[src/p2spi_pkg.sv]
// Package for the parallel-to-SPI command decoder.
// Holds phase and action codes, command byte constants and payload types.
// No dependencies.
`default_nettype none

package p2spi_pkg;

    typedef enum logic [2:0] {
        PH_IDLE = 3'd0,
        PH_LEN2 = 3'd1,
        PH_XFER = 3'd2,
        PH_PIN  = 3'd3,
        PH_DONE = 3'd4
    } t_phase;

    typedef enum logic [2:0] {
        ACT_NONE  = 3'd0,
        ACT_SEL   = 3'd1,
        ACT_DESEL = 3'd2,
        ACT_PIN   = 3'd3,
        ACT_SPEED = 3'd4,
        ACT_WRITE = 3'd5,
        ACT_READ  = 3'd6,
        ACT_ERR   = 3'd7
    } t_action;

    // host event kinds
    localparam logic [1:0] KIND_REQ   = 2'd0;
    localparam logic [1:0] KIND_CLK   = 2'd1;
    localparam logic [1:0] KIND_REL   = 2'd2;

    // special command bytes
    localparam logic [7:0] CMD_DESEL  = 8'hc0;
    localparam logic [7:0] CMD_SEL    = 8'hc1;
    localparam logic [7:0] CMD_PIN    = 8'hc2;
    localparam logic [7:0] CMD_SLOW   = 8'hc4;
    localparam logic [7:0] CMD_FAST   = 8'hc5;

    typedef struct packed {
        t_action    action;
        logic [7:0] out_byte;
        logic       active;
        logic       last;
        logic       chip_select;
        logic       fast_mode;
    } t_result;

endpackage

`default_nettype wire

[src/p2spi_if.sv]
// Valid/ready channel interfaces for the parallel-to-SPI command decoder.
// p2spi_in_if carries host events, p2spi_out_if carries decode results.
// No dependencies.
`default_nettype none

interface p2spi_in_if;
    logic       valid;
    logic       ready;
    logic [1:0] kind;
    logic [7:0] bus_byte;
    logic       card_detect;

    modport source (output valid, output kind, output bus_byte, output card_detect,
                    input ready);
    modport sink   (input valid, input kind, input bus_byte, input card_detect,
                    output ready);
endinterface

interface p2spi_out_if;
    logic       valid;
    logic       ready;
    logic [2:0] action;
    logic [7:0] out_byte;
    logic       active;
    logic       last;
    logic       chip_select;
    logic       fast_mode;

    modport source (output valid, output action, output out_byte, output active,
                    output last, output chip_select, output fast_mode, input ready);
    modport sink   (input valid, input action, input out_byte, input active,
                    input last, input chip_select, input fast_mode, output ready);
endinterface

`default_nettype wire

[src/parallel_to_spi_command_decoder_top.sv]
// Top level of the parallel-to-SPI command decoder.
// Depends on p2spi_pkg and the channel interfaces in p2spi_if.sv.
// Decodes host port events into SPI byte requests and control actions.
`default_nettype none

// Each host event (request with command byte, clock toggle, request release)
// is one input transaction and yields exactly one result transaction.
// Throughput is one transaction per clock while the sink takes each result; the
// result register follows the single decode stage. Outside reset the
// input side stays ready whenever the result register is empty or is being
// taken in the same cycle, so a stalled sink holds at most one finished result.
// Short commands carry a 6-bit length (1..64 bytes); long commands take a
// second byte holding the read flag and the 7 low length bits, and the low
// LENGTH_BITS-7 bits of the first byte are kept as the top length bits.
// The byte counter is LENGTH_BITS+1 bits wide.
// Unknown commands and events out of phase report the error action.

module parallel_to_spi_command_decoder_top
    import p2spi_pkg::*;
#(
    parameter int LENGTH_BITS = 13
) (
    input  wire         i_clk,
    input  wire         i_rst_n,
    p2spi_in_if.sink    i_in,
    p2spi_out_if.source o_out
);

    localparam int CntW  = LENGTH_BITS + 1;
    localparam int HighW = LENGTH_BITS - 7;
    localparam logic [5:0] HighMask = 6'((1 << HighW) - 1);

    // decoder state
    t_phase          r_phase,       n_phase;
    logic [CntW-1:0] r_bytes_left,  n_bytes_left;
    logic [5:0]      r_length_high, n_length_high;
    logic            r_is_read,     n_is_read;
    logic            r_selected,    n_selected;
    logic            r_speed_fast,  n_speed_fast;

    // result register
    logic    r_out_valid;
    t_result r_out, n_out;

    logic w_accept;
    logic [13:0] w_long_len;

    // no transaction is taken while reset is held
    assign i_in.ready = i_rst_n && (!r_out_valid || o_out.ready);
    assign w_accept   = i_in.valid && i_in.ready;

    // long length: masked high bits above the 7 low bits of the second byte
    assign w_long_len = {r_length_high & HighMask, i_in.bus_byte[6:0]} + 14'd1;

    // next state and result for one event
    always_comb begin
        t_action    act;
        logic [7:0] ob;
        logic       lst;
        n_phase       = r_phase;
        n_bytes_left  = r_bytes_left;
        n_length_high = r_length_high;
        n_is_read     = r_is_read;
        n_selected    = r_selected;
        n_speed_fast  = r_speed_fast;
        act = ACT_NONE;
        ob  = 8'd0;
        lst = 1'b0;
        case (i_in.kind)
            KIND_REQ: begin
                if (r_phase != PH_IDLE) begin
                    // request while a command is held aborts it
                    act          = ACT_ERR;
                    n_phase      = PH_IDLE;
                    n_bytes_left = '0;
                end else if (!i_in.bus_byte[7]) begin
                    n_bytes_left = CntW'({2'b00, i_in.bus_byte[5:0]} + 8'd1);
                    n_is_read    = i_in.bus_byte[6];
                    n_phase      = PH_XFER;
                end else if (!i_in.bus_byte[6]) begin
                    n_length_high = i_in.bus_byte[5:0];
                    n_phase       = PH_LEN2;
                end else if (i_in.bus_byte == CMD_DESEL) begin
                    n_selected = 1'b0;
                    act        = ACT_DESEL;
                    n_phase    = PH_DONE;
                end else if (i_in.bus_byte == CMD_SEL) begin
                    n_selected = 1'b1;
                    act        = ACT_SEL;
                    n_phase    = PH_DONE;
                end else if (i_in.bus_byte == CMD_PIN) begin
                    n_phase = PH_PIN;
                end else if (i_in.bus_byte == CMD_SLOW || i_in.bus_byte == CMD_FAST) begin
                    n_speed_fast = i_in.bus_byte[0];
                    act          = ACT_SPEED;
                    ob           = {7'd0, i_in.bus_byte[0]};
                    n_phase      = PH_DONE;
                end else begin
                    act = ACT_ERR;
                end
            end
            KIND_CLK: begin
                case (r_phase)
                    PH_LEN2: begin
                        n_bytes_left = CntW'(w_long_len);
                        n_is_read    = i_in.bus_byte[7];
                        n_phase      = PH_XFER;
                    end
                    PH_XFER: begin
                        if (r_is_read) begin
                            act = ACT_READ;
                        end else begin
                            act = ACT_WRITE;
                            ob  = i_in.bus_byte;
                        end
                        if (r_bytes_left != '0) begin
                            n_bytes_left = r_bytes_left - CntW'(1);
                        end
                        if (n_bytes_left == '0) begin
                            lst     = 1'b1;
                            n_phase = PH_DONE;
                        end
                    end
                    PH_PIN: begin
                        act     = ACT_PIN;
                        ob      = {7'd0, i_in.card_detect};
                        n_phase = PH_DONE;
                    end
                    default: begin
                        act = ACT_ERR;
                    end
                endcase
            end
            KIND_REL: begin
                if (r_phase != PH_IDLE && r_phase != PH_DONE) begin
                    act = ACT_ERR;
                end
                n_phase      = PH_IDLE;
                n_bytes_left = '0;
            end
            default: begin
                // undefined event kind: no effect
            end
        endcase
        n_out.action      = act;
        n_out.out_byte    = ob;
        n_out.active      = (n_phase != PH_IDLE);
        n_out.last        = lst;
        n_out.chip_select = n_selected;
        n_out.fast_mode   = n_speed_fast;
    end

    always_ff @(posedge i_clk) begin
        if (!i_rst_n) begin
            r_phase       <= PH_IDLE;
            r_bytes_left  <= '0;
            r_length_high <= '0;
            r_is_read     <= 1'b0;
            r_selected    <= 1'b0;
            r_speed_fast  <= 1'b0;
            r_out_valid   <= 1'b0;
        end else begin
            if (w_accept) begin
                r_phase       <= n_phase;
                r_bytes_left  <= n_bytes_left;
                r_length_high <= n_length_high;
                r_is_read     <= n_is_read;
                r_selected    <= n_selected;
                r_speed_fast  <= n_speed_fast;
                r_out_valid   <= 1'b1;
            end else if (o_out.ready) begin
                r_out_valid <= 1'b0;
            end
        end
    end

    // result payload, no reset needed
    always_ff @(posedge i_clk) begin
        if (w_accept) begin
            r_out <= n_out;
        end
    end

    assign o_out.valid       = r_out_valid;
    assign o_out.action      = r_out.action;
    assign o_out.out_byte    = r_out.out_byte;
    assign o_out.active      = r_out.active;
    assign o_out.last        = r_out.last;
    assign o_out.chip_select = r_out.chip_select;
    assign o_out.fast_mode   = r_out.fast_mode;

endmodule

`default_nettype wire

[src/flat_wrapper.sv]
// flat-port wrapper written by rule: the top's interface ports become plain ports
module parallel_to_spi_command_decoder_top_flat import p2spi_pkg::*;
#(
    parameter int LENGTH_BITS = 13
)
  (i_clk, i_rst_n, i_in_valid, i_in_kind, i_in_bus_byte, i_in_card_detect, i_in_ready, o_out_valid, o_out_action, o_out_out_byte, o_out_active, o_out_last, o_out_chip_select, o_out_fast_mode, o_out_ready);
  p2spi_in_if i_in_i ();
  p2spi_out_if o_out_i ();
  input  wire i_clk;
  input  wire i_rst_n;
  input wire logic [$bits(i_in_i.valid)-1:0] i_in_valid;
  input wire logic [$bits(i_in_i.kind)-1:0] i_in_kind;
  input wire logic [$bits(i_in_i.bus_byte)-1:0] i_in_bus_byte;
  input wire logic [$bits(i_in_i.card_detect)-1:0] i_in_card_detect;
  output wire logic [$bits(i_in_i.ready)-1:0] i_in_ready;
  output wire logic [$bits(o_out_i.valid)-1:0] o_out_valid;
  output wire logic [$bits(o_out_i.action)-1:0] o_out_action;
  output wire logic [$bits(o_out_i.out_byte)-1:0] o_out_out_byte;
  output wire logic [$bits(o_out_i.active)-1:0] o_out_active;
  output wire logic [$bits(o_out_i.last)-1:0] o_out_last;
  output wire logic [$bits(o_out_i.chip_select)-1:0] o_out_chip_select;
  output wire logic [$bits(o_out_i.fast_mode)-1:0] o_out_fast_mode;
  input wire logic [$bits(o_out_i.ready)-1:0] o_out_ready;
  assign i_in_i.valid = i_in_valid;
  assign i_in_i.kind = i_in_kind;
  assign i_in_i.bus_byte = i_in_bus_byte;
  assign i_in_i.card_detect = i_in_card_detect;
  assign i_in_ready = i_in_i.ready;
  assign o_out_valid = o_out_i.valid;
  assign o_out_action = o_out_i.action;
  assign o_out_out_byte = o_out_i.out_byte;
  assign o_out_active = o_out_i.active;
  assign o_out_last = o_out_i.last;
  assign o_out_chip_select = o_out_i.chip_select;
  assign o_out_fast_mode = o_out_i.fast_mode;
  assign o_out_i.ready = o_out_ready;
  parallel_to_spi_command_decoder_top #(.LENGTH_BITS(LENGTH_BITS)) u_core (.i_clk(i_clk), .i_rst_n(i_rst_n), .i_in(i_in_i), .o_out(o_out_i));
endmodule
[config.mk]
export PLATFORM = sky130hd
export DESIGN_NAME = parallel_to_spi_command_decoder_top_flat
export DESIGN_NICKNAME = d
export VERILOG_FILES = /design/src/p2spi_pkg.sv /design/src/p2spi_if.sv /design/src/parallel_to_spi_command_decoder_top.sv /design/src/flat_wrapper.sv
export SDC_FILE = /design/constraint.sdc
export NUM_CORES = 1
export LEC_CHECK = 0
export BUFFER_PORTS_ARGS = -buffer_cell sky130_fd_sc_hd__buf_2
export CORE_UTILIZATION = 53
export DETAILED_ROUTE_END_ITERATION = 10
export PLACE_DENSITY = 0.84
export SLEW_MARGIN = 20
export SYNTH_ARGS = -nofsm -noshare
export SYNTH_HDL_FRONTEND = slang
export SYNTH_SLANG_ARGS = --single-unit
[constraint.sdc]
create_clock -name i_clk -period 2.75 [get_ports i_clk]
set_input_delay 0.55 -clock i_clk [delete_from_list [all_inputs] [get_ports i_clk]]
set_output_delay 0.55 -clock i_clk [all_outputs]
set_load 0.02 [all_outputs]
==> report_table.html <==
<table>
<tr><th>Metric</th><th>Value</th></tr>
<tr><th colspan="2">Run status</th></tr>
<tr><td>Status</td><td>completed</td></tr>
<tr><th colspan="2">CTS</th></tr>
<tr><td>Clock latency at the later pin of the worst-skew pair</td><td>0.30 ns</td></tr>
<tr><td>Total CTS buffers</td><td>5</td></tr>
<tr><td>Hold bufs inserted after CTS</td><td>0</td></tr>
<tr><td>Clock tree root driver cell</td><td>sky130_fd_sc_hd__clkbuf_8</td></tr>
<tr><td>CTS tree</td><td>built</td></tr>
<tr><td>CTS clock-pin slew for the worst setup and hold paths</td><td>0.09 ns</td></tr>
<tr><td>CTS Buffer Depth</td><td>2</td></tr>
<tr><td>Number of buffers inserted by post-CTS setup repair</td><td>0</td></tr>
<tr><td>H-tree Lvls</td><td>2</td></tr>
<tr><td>Number of clock sinks</td><td>42</td></tr>
<tr><th colspan="2">Placement</th></tr>
<tr><td>Placer's final routability congestion estimate</td><td>0.9802</td></tr>
<tr><td>Total placed cells including tap cells</td><td>457</td></tr>
<tr><td>PortBufs</td><td>31</td></tr>
<tr><td>Post-detail-place hpwl</td><td>5737 µm</td></tr>
<tr><td>Worst slack after detailed placement</td><td>0.1024 ns</td></tr>
<tr><th colspan="2">Logic synthesis</th></tr>
<tr><td>Count of unique library cells instantiated by Yosys</td><td>64</td></tr>
<tr><td>Post-Syn Instances</td><td>366</td></tr>
<tr><td>Dominant register cell in the synthesized netlist</td><td>sky130_fd_sc_hd__dfxtp_1</td></tr>
<tr><td>Netlist area before placement</td><td>0.002985 mm²</td></tr>
<tr><td>Mapped Nets</td><td>390</td></tr>
<tr><td>FF+latch count, synth</td><td>42</td></tr>
<tr><td>Yosys warning count</td><td>0</td></tr>
<tr><td>Seq/Total Area, Yosys</td><td>33.19%</td></tr>
<tr><td>Number of synthesized flops with an enable pin</td><td>15</td></tr>
<tr><td>Mean instance size in the synthesized netlist</td><td>8.157 µm²</td></tr>
<tr><td>Async SR Flop Fraction</td><td>0%</td></tr>
<tr><th colspan="2">Drt</th></tr>
<tr><td>Vias after detailed routing</td><td>2,962</td></tr>
<tr><td>Remaining antenna violation count after routing</td><td>0</td></tr>
<tr><td>Remaining DRCs</td><td>0</td></tr>
<tr><td>Initial DRC Count</td><td>400</td></tr>
<tr><td>DR WL/cell</td><td>16.82 µm</td></tr>
<tr><td>Vias/cell</td><td>6.370</td></tr>
<tr><td>Total wirelength of the detailed-routed design</td><td>7820 µm</td></tr>
<tr><td>Detailed-router iteration count before antenna repair</td><td>6</td></tr>
<tr><th colspan="2">Setup path</th></tr>
<tr><td>List of cells traversed by the critical path</td><td>or4b_4, or2_1, o21ai_0, nor4b_4, and3_2, o311ai_0</td></tr>
<tr><td>Maximum fanout along the worst path</td><td>10</td></tr>
<tr><td>Startpoint of the lowest-slack register-to-register path</td><td>u_core.r_bytes_left[2]$_SDFFE_PN0P_</td></tr>
<tr><td>Worst Setup Path Type</td><td>reg -&gt; reg</td></tr>
<tr><td>Startpoint of the worst setup timing path</td><td>u_core.r_bytes_left[2]$_SDFFE_PN0P_</td></tr>
<tr><td>Startpoint type of the worst setup path</td><td>register</td></tr>
<tr><td>Slowest Stage Delay on Critical Path</td><td>0.63 ns</td></tr>
<tr><td>Slowest stage cell on the critical path</td><td>sky130_fd_sc_hd__or4b_4</td></tr>
<tr><td>Required time reported for the critical path endpoint</td><td>2.83 ns</td></tr>
<tr><td>Worst path arrival time</td><td>2.71 ns</td></tr>
<tr><td>Type of destination of the critical path</td><td>register</td></tr>
<tr><th colspan="2">Timing</th></tr>
<tr><td>Unrepaired setup endpoints after global routing</td><td>no</td></tr>
<tr><td>Setup Viol. Count Final</td><td>0</td></tr>
<tr><td>Post-route worst setup slack</td><td>0.1209 ns</td></tr>
<tr><td>Worst hold slack across all endpoints</td><td>0.4713 ns</td></tr>
<tr><td>Worst-margin pin slew</td><td>0.6621 ns</td></tr>
<tr><td>Fmax achieved</td><td>380.4 MHz</td></tr>
<tr><td>Time the worst path needs with I/O delays and setup</td><td>2.629 ns</td></tr>
<tr><td>Hold violation total from the final report</td><td>0</td></tr>
<tr><td>Slew Limit Headroom</td><td>55.24%</td></tr>
<tr><td>Clock skew</td><td>0.006023 ns</td></tr>
<tr><td>Final total negative setup slack</td><td>0 ns</td></tr>
<tr><td>Final critical-path share of the clock period</td><td>95.60%</td></tr>
<tr><td>Slew Viols, Final</td><td>0</td></tr>
<tr><th colspan="2">GRT</th></tr>
<tr><td>Initial antenna violation count</td><td>0</td></tr>
<tr><td>Wire length of the first global-routing pass</td><td>12,900 µm</td></tr>
<tr><td>All-Layer GR Usage</td><td>27.68%</td></tr>
<tr><td>Via count of the first global-routing pass</td><td>2,623</td></tr>
<tr><td>Pin count of the biggest net entering global routing</td><td>20</td></tr>
<tr><td>Total gr overflow</td><td>0</td></tr>
<tr><th colspan="2">Final layout</th></tr>
<tr><td>Antenna diodes</td><td>0</td></tr>
<tr><td>Share of cells above drive strength 1</td><td>18.48%</td></tr>
<tr><td>Number of nets in the final layout</td><td>418</td></tr>
<tr><td>Layout overhead on the synthesized area</td><td>11.86%</td></tr>
<tr><td>Count of filler cells inserted in the layout</td><td>468</td></tr>
<tr><td>Final standard cell count with taps included and fillers excluded</td><td>465</td></tr>
<tr><th colspan="2">Floorplan</th></tr>
<tr><td>Effective utilization at floorplan</td><td>56.65%</td></tr>
<tr><td>Width of the die</td><td>77.05 µm</td></tr>
<tr><td>Die span in y</td><td>77.05 µm</td></tr>
<tr><td>Placeable core area</td><td>0.005270 mm²</td></tr>
<tr><td>Std-Cell Rows</td><td>26</td></tr>
<tr><td>Die area</td><td>0.005937 mm²</td></tr>
<tr><td>Total I/O pin count</td><td>32</td></tr>
<tr><th colspan="2">Flow run</th></tr>
<tr><td>Number of max-cap violations</td><td>0</td></tr>
<tr><th colspan="2">Min path</th></tr>
<tr><td>Worst hold path type</td><td>reg -&gt; reg</td></tr>
<tr><td>Beginning of the worst hold path</td><td>u_core.r_speed_fast$_SDFFE_PN0P_</td></tr>
<tr><th colspan="2">Pwr</th></tr>
<tr><td>P_leak</td><td>1.301 nW</td></tr>
<tr><td>Pwr/cell area</td><td>439.3 mW/mm²</td></tr>
<tr><td>Overall power of the completed layout</td><td>1.467 mW</td></tr>
<tr><td>IR Drop Worst-Case VDD</td><td>0.0002776 V</td></tr>
</table>
==> state kept, by name, indices dropped and copies added (netlist names), 3 cells and up <==
register               cells
u_core.r_phase             3
u_core.o_out.out_byte      8
u_core.o_out.action        3
u_core.r_bytes_left       14
u_core.r_length_high       6
==> cell families after synthesis <==
| logic type | synth area share [%] |
|---|---|
| muxes | 4.149 |
| DFF | 33.19 |
| adders and majority gates | 3.772 |
| xor gates and xnor gates | 2.641 |
| and+or+nand+nor | 26.66 |
| AOI/OAI and AO/OA | 22.84 |
| buffers and inverters | 6.748 |
==> synth_stat cells (6+ instances only) <==
| cell | instances | share of area [%] |
|---|---|---|
| sky130_fd_sc_hd__clkbuf_1 | 20 | 2.5 |
| sky130_fd_sc_hd__edfxtp_1 | 15 | 15 |
| sky130_fd_sc_hd__o22ai_1 | 6 | 1.3 |
| sky130_fd_sc_hd__and3_1 | 6 | 1.3 |
| sky130_fd_sc_hd__nor3_1 | 16 | 2.7 |
| sky130_fd_sc_hd__inv_1 | 22 | 2.8 |
| sky130_fd_sc_hd__xnor2_1 | 6 | 1.8 |
| sky130_fd_sc_hd__ha_1 | 9 | 3.8 |
| sky130_fd_sc_hd__and2_1 | 6 | 1.3 |
| sky130_fd_sc_hd__nor2_1 | 27 | 3.4 |
| sky130_fd_sc_hd__nand2_1 | 30 | 3.8 |
| sky130_fd_sc_hd__nor4_1 | 7 | 1.5 |
| sky130_fd_sc_hd__a21oi_1 | 10 | 1.7 |
| sky130_fd_sc_hd__nand2b_1 | 7 | 1.5 |
| sky130_fd_sc_hd__a31oi_1 | 8 | 1.7 |
| sky130_fd_sc_hd__nor2b_1 | 10 | 2.1 |
| sky130_fd_sc_hd__mux2i_1 | 9 | 3.0 |
| sky130_fd_sc_hd__nand3_1 | 15 | 2.5 |
| sky130_fd_sc_hd__o21ai_0 | 31 | 5.2 |
| sky130_fd_sc_hd__dfxtp_1 | 27 | 18 |
==> final timing paths <==
check                                     end  slack, ns  cells after the start
max             u_core.o_out.active$_DFFE_PP_       0.12                      6
min          u_core.r_speed_fast$_SDFFE_PN0P_       0.47                      2
max reg2reg     u_core.o_out.active$_DFFE_PP_       0.12                      6
min reg2reg  u_core.r_speed_fast$_SDFFE_PN0P_       0.47                      2
==> where the power goes <==
part	total (mW)	internal [mW]	switching, mW
registers	0.674	0.660	0.0143
logic	0.373	0.147	0.226
clock network	0.420	0.183	0.236
==> critical path, delay by kind of cell, from the launching register on <==
kind	cells	cell delay [ns]
compound gates	2	0.82
flops	1	0.41
simple gates	4	1.18
==> per-stage QoR <==
| stage | util, % | instance area, µm² |
|---|---|---|
| 2_1_floorplan | - | 2985 |
| 3_3_place_gp | 61.13 | 3222 |
| 3_5_place_dp | 61.13 | 3222 |
| 4_1_cts | 62.92 | 3316 |
| 5_1_grt | 63.37 | 3339 |
| 6_report | 63.37 | 3339 |
==> timing repair <==
item                                    4_1_cts  5_1_grt
endpoints found under the setup margin        0        2
gates resized for setup                       0        5
hold endpoints to repair                      0        0
==> layer usage <==
metal	GRT usage [%]	vias up	wire length (µm)
li1	-	1405	-
met1	39.02	1351	3450
met2	41.25	186	3428
met3	6.190	20	784
met4	10.00	0	156
met5	0	-	0
==> cells in the final DEF (no fill, tap or decap), types with 3 or more instances in the layout <==
master                      n
sky130_fd_sc_hd__a211oi_1   3
sky130_fd_sc_hd__a21oi_1   10
sky130_fd_sc_hd__a22o_1     3
sky130_fd_sc_hd__a22oi_1    3
sky130_fd_sc_hd__a31oi_1    8
sky130_fd_sc_hd__and2_1     6
sky130_fd_sc_hd__and3_1     6
sky130_fd_sc_hd__buf_2     31
sky130_fd_sc_hd__buf_4     15
sky130_fd_sc_hd__clkbuf_8   5
sky130_fd_sc_hd__dfxtp_1   27
sky130_fd_sc_hd__edfxtp_1  15
sky130_fd_sc_hd__ha_1       9
sky130_fd_sc_hd__inv_1     22
sky130_fd_sc_hd__mux2_2     3
sky130_fd_sc_hd__mux2i_1    9
sky130_fd_sc_hd__nand2_1   30
sky130_fd_sc_hd__nand2b_1   7
sky130_fd_sc_hd__nand3_1   15
sky130_fd_sc_hd__nand4_1    3
sky130_fd_sc_hd__nor2_1    27
sky130_fd_sc_hd__nor2b_1   10
sky130_fd_sc_hd__nor3_1    15
sky130_fd_sc_hd__nor4_1     6
sky130_fd_sc_hd__o21ai_0   30
sky130_fd_sc_hd__o22ai_1    6
sky130_fd_sc_hd__o31ai_1    4
sky130_fd_sc_hd__or3_1      4
sky130_fd_sc_hd__or4_1      4
sky130_fd_sc_hd__xnor2_1    6
sky130_fd_sc_hd__xor2_1     3
==> area by class of cell <==
type,instances,area [µm²],share of cell area (%)
Tap cell,70,87.58,2.623
Clock buffer,5,68.82,2.061
Clock inverter,3,25.02,0.7493
Timing Repair Buffer,46,267.8,8.018
Sequential cell,42,991.0,29.67
Inverter,22,82.58,2.473
Multi-Input combinational cell,277,1817,54.40
(Power assumes the default switching activity.)
